## config.mk

```make
export PLATFORM = sky130hd
export DESIGN_NAME = accel_gesture_recognizer
export DESIGN_NICKNAME = d
export VERILOG_FILES = /design/src/rtl/agr_pkg.sv /design/src/rtl/agr_cfg.sv /design/src/rtl/accel_gesture_recognizer.sv
export SDC_FILE = /design/constraint.sdc
export NUM_CORES = 2
export LEC_CHECK = 0
export BUFFER_PORTS_ARGS = -buffer_cell sky130_fd_sc_hd__buf_2
export CORE_ASPECT_RATIO = 1.4
export CORE_MARGIN = 3
export CORE_UTILIZATION = 40
export CTS_CLUSTER_SIZE = 40
export DETAILED_ROUTE_END_ITERATION = 6
export MAX_ROUTING_LAYER = met4
export PLACE_DENSITY_LB_ADDON = 0.12
export SLEW_MARGIN = 10
export SYNTH_ARGS = -nofsm -noshare
export SYNTH_HDL_FRONTEND = slang
export SYNTH_HIERARCHICAL = 1
export SYNTH_SLANG_ARGS = --single-unit
```

## constraint.sdc

```tcl
create_clock -name clk -period 19 [get_ports clk]
set_input_delay 3.8 -clock clk [delete_from_list [all_inputs] [get_ports clk]]
set_output_delay 3.8 -clock clk [all_outputs]
set_load 0.02 [all_outputs]
```

## src/rtl/agr_pkg.sv

```systemverilog
// Package with shared constants and types of the gesture recognizer.
package agr_pkg;
  localparam int HistoryDepthDef = 128;

  localparam logic [2:0] ST_STILL = 3'd0;
  localparam logic [2:0] ST_RIGHT = 3'd1;
  localparam logic [2:0] ST_LEFT  = 3'd2;
  localparam logic [2:0] ST_UP    = 3'd3;
  localparam logic [2:0] ST_DOWN  = 3'd4;
  localparam logic [2:0] ST_FWD   = 3'd5;
  localparam logic [2:0] ST_BACK  = 3'd6;

  localparam logic [1:0] REG_ALPHA = 2'd0;
  localparam logic [1:0] REG_THR   = 2'd1;
  localparam logic [1:0] REG_HOLD  = 2'd2;
  localparam logic [1:0] REG_CAP   = 2'd3;

  // Configuration registers as one group.
  typedef struct packed {
    logic [7:0]  alpha;
    logic [14:0] thr;
    logic [3:0]  hold;
    logic [3:0]  cap;
  } cfg_t;

  // Gesture lengths and movement sequences, newest movement last.
  function automatic logic [2:0] gest_len(input logic [1:0] g);
    case (g)
      2'd0:    gest_len = 3'd2;
      2'd1:    gest_len = 3'd5;
      default: gest_len = 3'd6;
    endcase
  endfunction

  function automatic logic [2:0] gest_seq(input logic [1:0] g, input logic [2:0] k);
    logic [2:0] r;
    r = ST_STILL;
    case (g)
      2'd0: r = ST_DOWN;
      2'd1: begin
        case (k)
          3'd0: r = ST_RIGHT;
          3'd1: r = ST_DOWN;
          3'd2: r = ST_LEFT;
          3'd3: r = ST_DOWN;
          3'd4: r = ST_RIGHT;
          default: r = ST_STILL;
        endcase
      end
      default: begin
        case (k)
          3'd0: r = ST_RIGHT;
          3'd1: r = ST_DOWN;
          3'd2: r = ST_LEFT;
          3'd3: r = ST_RIGHT;
          3'd4: r = ST_DOWN;
          3'd5: r = ST_LEFT;
          default: r = ST_STILL;
        endcase
      end
    endcase
    gest_seq = r;
  endfunction
endpackage

```

## src/rtl/agr_cfg.sv

```systemverilog
// APB-style configuration register file.
module agr_cfg
  import agr_pkg::*;
(
  input  logic        clk,
  input  logic        rst_n,
  input  logic        psel,
  input  logic        penable,
  input  logic        pwrite,
  input  logic [3:0]  paddr,
  input  logic [31:0] pwdata,
  output logic [31:0] prdata,
  output logic        pready,
  output cfg_t        cfg
);
  cfg_t cfg_r;
  logic wr;
  assign pready = 1'b1;
  assign wr = psel && penable && pwrite;
  assign cfg = cfg_r;

  // Register writes.
  always_ff @(posedge clk) begin
    if (!rst_n) begin
      cfg_r <= '{alpha: 8'd26, thr: 15'd512, hold: 4'd3, cap: 4'd10};
    end else if (wr && paddr[1:0] == 2'b00) begin
      case (paddr[3:2])
        REG_ALPHA: cfg_r.alpha <= pwdata[7:0];
        REG_THR:   cfg_r.thr <= pwdata[14:0];
        REG_HOLD:  cfg_r.hold <= pwdata[3:0];
        REG_CAP:   cfg_r.cap <= pwdata[3:0];
        default: ;
      endcase
    end
  end

  // Register reads.
  always_comb begin
    prdata = '0;
    if (paddr[1:0] == 2'b00) begin
      case (paddr[3:2])
        REG_ALPHA: prdata = {24'd0, cfg_r.alpha};
        REG_THR:   prdata = {17'd0, cfg_r.thr};
        REG_HOLD:  prdata = {28'd0, cfg_r.hold};
        REG_CAP:   prdata = {28'd0, cfg_r.cap};
        default:   prdata = '0;
      endcase
    end
  end
endmodule

```

## src/rtl/accel_gesture_recognizer.sv

```systemverilog
// Top level of the accelerometer gesture recognizer.
// A sample item updates the three low-pass filters one axis after another, each
// with a multiply step and an accumulate step on a shared 8x25 multiplier. A capture
// tick classifies, updates the run ring and matches gestures one movement per cycle
// (at most 13 reads). After a still run of at least the hold length it first walks
// back through the run ring one entry per cycle (at most HISTORY_DEPTH reads of its
// memory port) and commits the run found as a movement; a failed walk or a run
// committed before ends the tick. After reset a clearing pass writes every entry
// of both rings before the first item is accepted. The result is held in an
// output register until taken. The next item is accepted only once the last one
// has entered it, and its result waits until the register is free.
module accel_gesture_recognizer
  import agr_pkg::*;
#(
  parameter int HISTORY_DEPTH = HistoryDepthDef
) (
  input  logic               clk,
  input  logic               rst_n,
  input  logic               in_valid,
  output logic               in_ready,
  input  logic               in_action,
  input  logic signed [15:0] in_accel_x,
  input  logic signed [15:0] in_accel_y,
  input  logic signed [15:0] in_accel_z,
  output logic               out_valid,
  input  logic               out_ready,
  output logic signed [15:0] out_filt_x,
  output logic signed [15:0] out_filt_y,
  output logic signed [15:0] out_filt_z,
  output logic [2:0]         out_micro_state,
  output logic               out_movement_valid,
  output logic [2:0]         out_last_movement,
  output logic [15:0]        out_movement_total,
  output logic               out_gesture_valid,
  output logic [1:0]         out_last_gesture,
  output logic [15:0]        out_gesture_total,
  output logic               out_search_failed,
  input  logic               cfg_psel,
  input  logic               cfg_penable,
  input  logic               cfg_pwrite,
  input  logic [3:0]         cfg_paddr,
  input  logic [31:0]        cfg_pwdata,
  output logic [31:0]        cfg_prdata,
  output logic               cfg_pready
);
  localparam int AW = $clog2(HISTORY_DEPTH);
  localparam int CW = $clog2(HISTORY_DEPTH + 1);
  localparam logic [AW-1:0] LastIdx = AW'(HISTORY_DEPTH - 1);

  localparam logic [3:0] S_CLR   = 4'd0;
  localparam logic [3:0] S_IDLE  = 4'd1;
  localparam logic [3:0] S_FILT  = 4'd2;
  localparam logic [3:0] S_FACC  = 4'd3;
  localparam logic [3:0] S_RRD   = 4'd4;
  localparam logic [3:0] S_RUPD  = 4'd5;
  localparam logic [3:0] S_WRD   = 4'd6;
  localparam logic [3:0] S_WCHK  = 4'd7;
  localparam logic [3:0] S_CRD   = 4'd8;
  localparam logic [3:0] S_CCHK  = 4'd9;
  localparam logic [3:0] S_GRD   = 4'd10;
  localparam logic [3:0] S_GCHK  = 4'd11;
  localparam logic [3:0] S_DONE  = 4'd12;

  cfg_t cfg;
  agr_cfg u_cfg (
    .clk(clk), .rst_n(rst_n), .psel(cfg_psel), .penable(cfg_penable),
    .pwrite(cfg_pwrite), .paddr(cfg_paddr), .pwdata(cfg_pwdata),
    .prdata(cfg_prdata), .pready(cfg_pready), .cfg(cfg)
  );

  // Ring memories: run entries {state, length, done} and moves {state, done}.
  logic [7:0] run_mem [HISTORY_DEPTH];
  logic [3:0] mov_mem [HISTORY_DEPTH];
  logic [7:0] run_rd_r;
  logic [3:0] mov_rd_r;
  logic [AW-1:0] run_ra, mov_ra, run_wa, mov_wa;
  logic [7:0] run_wd;
  logic [3:0] mov_wd;
  logic run_we, mov_we;

  always_ff @(posedge clk) begin
    if (run_we) run_mem[run_wa] <= run_wd;
    run_rd_r <= run_mem[run_ra];
  end
  always_ff @(posedge clk) begin
    if (mov_we) mov_mem[mov_wa] <= mov_wd;
    mov_rd_r <= mov_mem[mov_ra];
  end

  logic [3:0] st_r, st_nxt;
  logic signed [23:0] fx_r, fy_r, fz_r;
  logic [1:0] ax_r, ax_nxt;
  logic signed [15:0] ix_r, iy_r, iz_r;
  logic signed [33:0] prod_r;
  logic [AW-1:0] rwp_r, mwp_r, cur_r, cand_r;
  logic [CW-1:0] cnt_r;
  logic [2:0] ns_r;     // newest run state
  logic [7:0] newrun_r; // newest run entry as written this tick
  logic [15:0] mcnt_r, gcnt_r;
  logic [1:0] glast_r;
  logic [2:0] lastmv_r;
  logic mv_r, gv_r, fail_r, first_r;
  logic [1:0] g_r;
  logic [2:0] k_r;
  logic [AW-1:0] gp_r;
  logic ov_r;

  // Input and filter state of the current axis.
  logic signed [15:0] xin;
  logic signed [23:0] fcur;
  always_comb begin
    case (ax_r)
      2'd0:    begin xin = ix_r; fcur = fx_r; end
      2'd1:    begin xin = iy_r; fcur = fy_r; end
      default: begin xin = iz_r; fcur = fz_r; end
    endcase
  end
  logic signed [24:0] diff;
  assign diff = {xin[15], xin, 8'd0} - {fcur[23], fcur};
  logic signed [23:0] fnew;
  assign fnew = fcur + 24'(prod_r >>> 8);

  // Classification of the filtered vector.
  logic signed [23:0] tpos, tneg;
  logic [2:0] cls;
  assign tpos = {1'b0, cfg.thr, 8'd0};
  assign tneg = -tpos;
  always_comb begin
    if (fx_r < tneg)      cls = ST_LEFT;
    else if (fx_r > tpos) cls = ST_RIGHT;
    else if (fy_r < tneg) cls = ST_BACK;
    else if (fy_r > tpos) cls = ST_FWD;
    else if (fz_r < tneg) cls = ST_DOWN;
    else if (fz_r > tpos) cls = ST_UP;
    else                  cls = ST_STILL;
  end

  logic [3:0] capv;
  assign capv = (cfg.cap == 4'd0) ? 4'd1 : cfg.cap;
  logic [3:0] len_inc;
  assign len_inc = (run_rd_r[4:1] >= capv) ? capv : run_rd_r[4:1] + 4'd1;

  function automatic logic [AW-1:0] bk(input logic [AW-1:0] i);
    bk = (i == '0) ? LastIdx : i - AW'(1);
  endfunction
  function automatic logic [AW-1:0] fw(input logic [AW-1:0] i);
    fw = (i == LastIdx) ? '0 : i + AW'(1);
  endfunction

  logic qual;
  assign qual = run_rd_r[7:5] == ST_STILL && run_rd_r[4:1] >= cfg.hold;
  logic gmatch;
  assign gmatch = !mov_rd_r[0] && mov_rd_r[3:1] == gest_seq(g_r, k_r);

  // A finished item moves into the output register once it is free.
  logic done_go;
  assign done_go = st_r == S_DONE && (!ov_r || out_ready);

  assign in_ready = st_r == S_IDLE;

  // Sequencer and datapath.
  always_ff @(posedge clk) begin
    if (!rst_n) begin
      st_r <= S_CLR; fx_r <= '0; fy_r <= '0; fz_r <= '0;
      rwp_r <= AW'(1); mwp_r <= AW'(1); mcnt_r <= 16'd1; gcnt_r <= '0;
      glast_r <= '0; cnt_r <= '0; ov_r <= 1'b0; ns_r <= ST_STILL;
      lastmv_r <= ST_STILL; ax_r <= '0;
    end else begin
      st_r <= st_nxt;
      ax_r <= ax_nxt;
      if (done_go) ov_r <= 1'b1;
      else if (out_ready) ov_r <= 1'b0;
      case (st_r)
        S_CLR: cnt_r <= cnt_r + CW'(1);
        S_IDLE: begin
          if (in_valid && in_ready) begin
            ix_r <= in_accel_x; iy_r <= in_accel_y; iz_r <= in_accel_z;
            mv_r <= 1'b0; gv_r <= 1'b0; fail_r <= 1'b0;
          end
        end
        S_FILT: prod_r <= $signed({1'b0, cfg.alpha}) * diff;
        S_FACC: begin
          case (ax_r)
            2'd0:    fx_r <= fnew;
            2'd1:    fy_r <= fnew;
            default: fz_r <= fnew;
          endcase
        end
        S_RUPD: begin
          if (cls != run_rd_r[7:5]) rwp_r <= fw(rwp_r);
          ns_r <= cls;
          newrun_r <= run_wd;
          cur_r <= (cls != run_rd_r[7:5]) ? bk(rwp_r) : bk(bk(rwp_r));
          cand_r <= (cls != run_rd_r[7:5]) ? bk(rwp_r) : bk(bk(rwp_r));
          cnt_r <= '0;
          first_r <= 1'b1;
        end
        S_WCHK: begin
          if (!qual) begin
            cand_r <= cur_r; cur_r <= bk(cur_r); cnt_r <= cnt_r + CW'(1);
            first_r <= 1'b0;
            if (cnt_r == CW'(HISTORY_DEPTH - 1)) fail_r <= 1'b1;
          end else if (first_r) begin
            cand_r <= cur_r;
          end
        end
        S_CCHK: begin
          if (!run_rd_r[0] && run_rd_r[7:5] != ST_STILL) begin
            mwp_r <= fw(mwp_r); mcnt_r <= mcnt_r + 16'd1; mv_r <= 1'b1;
            lastmv_r <= run_rd_r[7:5];
          end
        end
        S_GRD: ;
        S_GCHK: begin
          if (k_r == 3'd0 && gp_r == bk(mwp_r) && mov_rd_r[0]) begin
            g_r <= 2'd0;
          end else if (gmatch && k_r == 3'd0) begin
            gv_r <= 1'b1; glast_r <= g_r + 2'd1; gcnt_r <= gcnt_r + 16'd1;
          end else if (gmatch) begin
            k_r <= k_r - 3'd1; gp_r <= bk(gp_r);
          end else begin
            g_r <= g_r + 2'd1; k_r <= gest_len(g_r + 2'd1) - 3'd1; gp_r <= bk(mwp_r);
          end
        end
        default: ;
      endcase
      // Gesture search start.
      if (st_nxt == S_GRD && st_r != S_GCHK) begin
        g_r <= 2'd0; k_r <= gest_len(2'd0) - 3'd1;
        gp_r <= (st_r == S_CCHK && !run_rd_r[0] && run_rd_r[7:5] != ST_STILL)
                ? mwp_r : bk(mwp_r);
      end
    end
  end

  // Next state, memory ports.
  always_comb begin
    st_nxt = st_r; ax_nxt = ax_r;
    run_ra = bk(rwp_r); mov_ra = gp_r;
    run_we = 1'b0; run_wa = rwp_r; run_wd = '0;
    mov_we = 1'b0; mov_wa = mwp_r; mov_wd = '0;
    case (st_r)
      S_CLR: begin
        run_we = 1'b1; mov_we = 1'b1;
        run_wa = cnt_r[AW-1:0]; mov_wa = cnt_r[AW-1:0];
        run_wd = {ST_STILL, (cnt_r == '0) ? 4'd10 : 4'd1, 1'b0};
        mov_wd = {ST_STILL, 1'b0};
        if (cnt_r == CW'(HISTORY_DEPTH - 1)) st_nxt = S_IDLE;
      end
      S_IDLE: if (in_valid && in_ready) begin
        st_nxt = in_action ? S_RRD : S_FILT; ax_nxt = '0;
      end
      S_FILT: st_nxt = S_FACC;
      S_FACC: begin
        if (ax_r == 2'd2) st_nxt = S_DONE;
        else begin st_nxt = S_FILT; ax_nxt = ax_r + 2'd1; end
      end
      S_RRD: st_nxt = S_RUPD;
      S_RUPD: begin
        run_we = 1'b1;
        if (cls != run_rd_r[7:5]) begin
          run_wa = rwp_r; run_wd = {cls, 4'd1, 1'b0};
          if (cls == ST_STILL && cfg.hold <= 4'd1) st_nxt = S_WRD;
          else st_nxt = S_GRD;
        end else begin
          run_wa = bk(rwp_r); run_wd = {cls, len_inc, 1'b0};
          if (cls == ST_STILL && len_inc >= cfg.hold) st_nxt = S_WRD;
          else st_nxt = S_GRD;
        end
      end
      S_WRD: begin run_ra = cur_r; st_nxt = S_WCHK; end
      S_WCHK: begin
        if (qual) st_nxt = S_CRD;
        else if (cnt_r == CW'(HISTORY_DEPTH - 1)) st_nxt = S_DONE;
        else begin run_ra = bk(cur_r); st_nxt = S_WCHK; end
        if (!qual) run_ra = bk(cur_r);
      end
      S_CRD: begin run_ra = cand_r; st_nxt = S_CCHK; end
      S_CCHK: begin
        if (run_rd_r[0]) st_nxt = S_DONE;
        else begin
          // The run after the found one is the candidate or else the newest run.
          run_we = 1'b1; run_wa = fw(cur_r);
          run_wd = (fw(cur_r) == cand_r) ? {run_rd_r[7:1], 1'b1}
                                         : {newrun_r[7:1], 1'b1};
          mov_we = run_rd_r[7:5] != ST_STILL;
          mov_wd = {run_rd_r[7:5], 1'b0};
          st_nxt = S_GRD;
        end
      end
      S_GRD: st_nxt = S_GCHK;
      S_GCHK: begin
        if (k_r == 3'd0 && gp_r == bk(mwp_r) && mov_rd_r[0]) st_nxt = S_DONE;
        else if (gmatch && k_r == 3'd0) begin
          mov_we = 1'b1; mov_wa = bk(mwp_r); mov_wd = {lastmv_r, 1'b1};
          st_nxt = S_DONE;
        end else if (gmatch) begin mov_ra = bk(gp_r); st_nxt = S_GCHK; end
        else if (g_r == 2'd2) st_nxt = S_DONE;
        else begin mov_ra = bk(mwp_r); st_nxt = S_GCHK; end
      end
      S_DONE: if (done_go) st_nxt = S_IDLE;
      default: st_nxt = S_IDLE;
    endcase
  end

  // Output register.
  always_ff @(posedge clk) begin
    if (done_go) begin
      out_filt_x <= 16'(fx_r >>> 8);
      out_filt_y <= 16'(fy_r >>> 8);
      out_filt_z <= 16'(fz_r >>> 8);
      out_micro_state <= ns_r;
      out_movement_valid <= mv_r;
      out_last_movement <= lastmv_r;
      out_movement_total <= mcnt_r;
      out_gesture_valid <= gv_r;
      out_last_gesture <= glast_r;
      out_gesture_total <= gcnt_r;
      out_search_failed <= fail_r;
    end
  end
  assign out_valid = ov_r;
endmodule

```

==> impl_metrics.json <==
{
  "grt_max_degree": 124,
  "power_frac_comb": 0.025,
  "status": "finished, final reports clean",
  "die_h_microns": 564.4,
  "grtUsageTotal": 0.2228,
  "internal_power_mw": 6.954,
  "gp_congestion": 0.8921,
  "core_sq_um": 221000,
  "synth-edff-count": 1736,
  "placed_area_sq_um": 93080,
  "path_max_fanout": 34,
  "areaGrowthSynthToFinish_pct": 11.76,
  "grt_overflow": 0,
  "grt_pass1_wl_mm": 375.6,
  "final_common_cell": "edfxtp_1",
  "setup_viol": 0,
  "cts_hold_buf": 0,
  "cap_violations": 0,
  "wl_mm": 252.0,
  "dr_total_vias": 58195,
  "peakVddDrop_mv": 0.06940,
  "antenna_found_initial": 5,
  "clkTransAtPathRegs_ns": 0.07,
  "path_buf_inv": 6,
  "critPathTopFamily": "compound AO/OA/AOI/OAI gates",
  "fin_skew_ns": 0.1047,
  "ys_warn_count": 6,
  "leakagePower_nw": 35.18,
  "final.setup.tns_ns": 0,
  "cts_tree": "yes",
  "fin_nets": 7940,
  "cts_buffers": 199,
  "p_sw_mw": 1.839,
  "cp_slowest_cell": "nor4_1",
  "syn_area_per_cell_sq_um": 12.09,
  "start_util": 0.4031,
  "seq_power_share": 0.525,
  "post-cts-setup-buffer-count": 0,
  "drcViolationCount": 0,
  "post_drt_wl_per_cell_microns": 23.99,
  "rrSetupSlack_ns": 8.97,
  "cts_resized": 0,
  "nFillCells": 20251,
  "drtAntennaViolNets": 0,
  "clk_latency_ns": 0.88,
  "final_cell_mix": "edfxtp_1 (1736), nand2_1 (1375), nor2_1 (495)",
  "drt_pass1_iterations": 7,
  "finalHoldViolCount": 0,
  "io_buffers": 182,
  "p_clk_frac": 0.451,
  "grt_pass1_vias": 58655,
  "cts_root_buf": "clkbuf_16",
  "cp-start-kind": "register",
  "worst-setup-path-type": "register to register",
  "required_ns": 19.57,
  "hp-class": "register to register",
  "final_cell_area_sq_um": 99570,
  "hpwl_mm": 160.8,
  "max-slew-margin-rel": 0.2608,
  "cellPowerDensity_nw_per_um2": 88.30,
  "timing.final.crit_period_ns": 10.03,
  "via_per_inst": 5.539,
  "clock_path_buffers": 4,
  "crit_path_frequent_cell": "inv_1",
  "die_w_microns": 404.9,
  "crit_path_end_kind": "register",
  "fp-row-count": 204,
  "cts.sinks": 1920,
  "critical_path_arrival_ns": 10.60,
  "dr.first_iter.drc_count": 4494,
  "fin_crit_sh": 0.5279,
  "io_pins": 218,
  "layout-drive-gt1-share": 0.08976,
  "slowest_delay_ns": 0.64,
  "synth_cells": 7372,
  "synth-main-ff-cell": "edfxtp_1",
  "syn_area_sq_um": 89100,
  "ys_ff_latch": 1920,
  "tightest_slew_ns": 1.108,
  "synthArstFlopShare": 0,
  "max_freq_mhz": 99.70,
  "drv_slew": 0,
  "dieArea_sq_um": 228500,
  "switching_share": 0.2091,
  "grt_setup_unrepaired": "no",
  "yosysSeqAreaShare": 0.6264,
  "synthDistinctLibCells": 108,
  "cts_htree_levels": 4
}
-- worst paths after layout --
check | start | to | cells past startpoint
hold reg to reg | gcnt_r[7]$_SDFFE_PN0P_ | out_gesture_total[7]$_DFFE_PP_ | 0
setup / recovery | ax_r[0]$_SDFFE_PN0P_ | prod_r[31]$_DFFE_PP_ | 30
hold / removal | gcnt_r[7]$_SDFFE_PN0P_ | out_gesture_total[7]$_DFFE_PP_ | 0
setup reg to reg | ax_r[0]$_SDFFE_PN0P_ | prod_r[31]$_DFFE_PP_ | 30
-- cells in the mapped netlist, types with 77 or more instances --
library cell | count | area [sq um]
a22oi_1 | 102 | 765.7
inv_1 | 280 | 1051
xnor2_1 | 88 | 770.7
ha_1 | 226 | 2828
clkbuf_1 | 308 | 1156
a21oi_1 | 387 | 1937
nand2_1 | 1377 | 5169
dfxtp_1 | 184 | 3684
fa_1 | 151 | 3023
a21o_1 | 96 | 720.7
nor2_1 | 504 | 1892
mux2i_1 | 221 | 2212
a31oi_1 | 157 | 982.2
xor2_1 | 77 | 674.4
edfxtp_1 | 1736 | 52130
nand3_1 | 308 | 1541
and2_1 | 137 | 857.1
o21ai_0 | 80 | 400.4
-- area by class of cell --
class	count	area (sq um)	area share
timing repair buffer	292	1749	0.01757
clock buffer	236	5190	0.05212
antenna	3	7.507	0.00007539
multi-input combinational	4776	30850	0.3098
sequential	1920	55810	0.5605
clock inverter	114	1290	0.01296
tap	2884	3608	0.03624
inverter	282	1064	0.01068
-- worst register-to-register path: cells and delay by family (launching register included) --
family	cells	cell delay (ns)
AO/OA/AOI/OAI	11	3.54
XOR/XNOR	1	0.09
adder cells (fa/ha/maj)	7	3.12
buffers and inverters	6	0.85
flip-flops	1	0.33
AND/OR/NAND/NOR	5	1.78
-- power groups by stage --
| stage | Combinational (mW) | Sequential, mW | Clock, mW |
|---|---|---|---|
| after CTS | 0.220 | 4.61 | 4.05 |
| after global routing | 0.235 | 4.61 | 4.20 |
| after detailed placement | 0.219 | 4.70 | 0 |
| after floorplan | 0.122 | 4.70 | 0 |
| final | 0.219 | 4.61 | 3.96 |
| after global placement | 0.215 | 4.70 | 0 |
-- state kept, by name, summed over array words and instances, names as in the netlist, 24 cells and up, named ones only --
register	cells
fx_r	24
run_mem	1024
fy_r	24
mov_mem	512
prod_r	24
fz_r	24
u_cfg/cfg	31
-- metrics by stage --
step | utilization | instances | hold slack, ns | total power [mW] | setup WS (ns)
finish | 0.4505 | 10507 | 0.4262 | 8.792 | 8.970
global route | 0.4505 | 10506 | 0.4404 | 9.046 | 8.350
CTS | 0.4504 | 10504 | 0.4102 | 8.879 | 8.873
detailed placement | 0.4211 | 10154 | 0.4229 | 4.922 | 8.927
global placement | 0.4211 | 10154 | 0.4180 | 4.917 | 8.997
floorplan | - | 7388 | 0.4003 | 4.823 | 5.797
-- metal layers --
metal	part of all wire	global-route usage	wire [microns]	up-vias
met5	0	-	0	-
met4	0.034	0.07028	8629	0
met3	0.052	0.02862	13180	419
met2	0.50	0.3794	126300	1650
met1	0.41	0.2763	103900	29113
li1	-	-	-	27013
-- logic make-up (layout without fill, tap and decap cells) --
kind of cell               Yosys count  after routing  synth area share
xor gates and xnor gates           172            172           0.01805
buffers and inverters              692            924           0.03091
and+or+nand+nor                   2719           2719            0.1351
DFF                               1920           1920            0.6264
AOI/OAI and AO/OA                 1243           1243           0.09271
adders and majority gates          377            377           0.06566
muxes                              247            247           0.03102
other                                2             21        0.00008429
No activity file was read; power rests on OpenSTA's default activity.
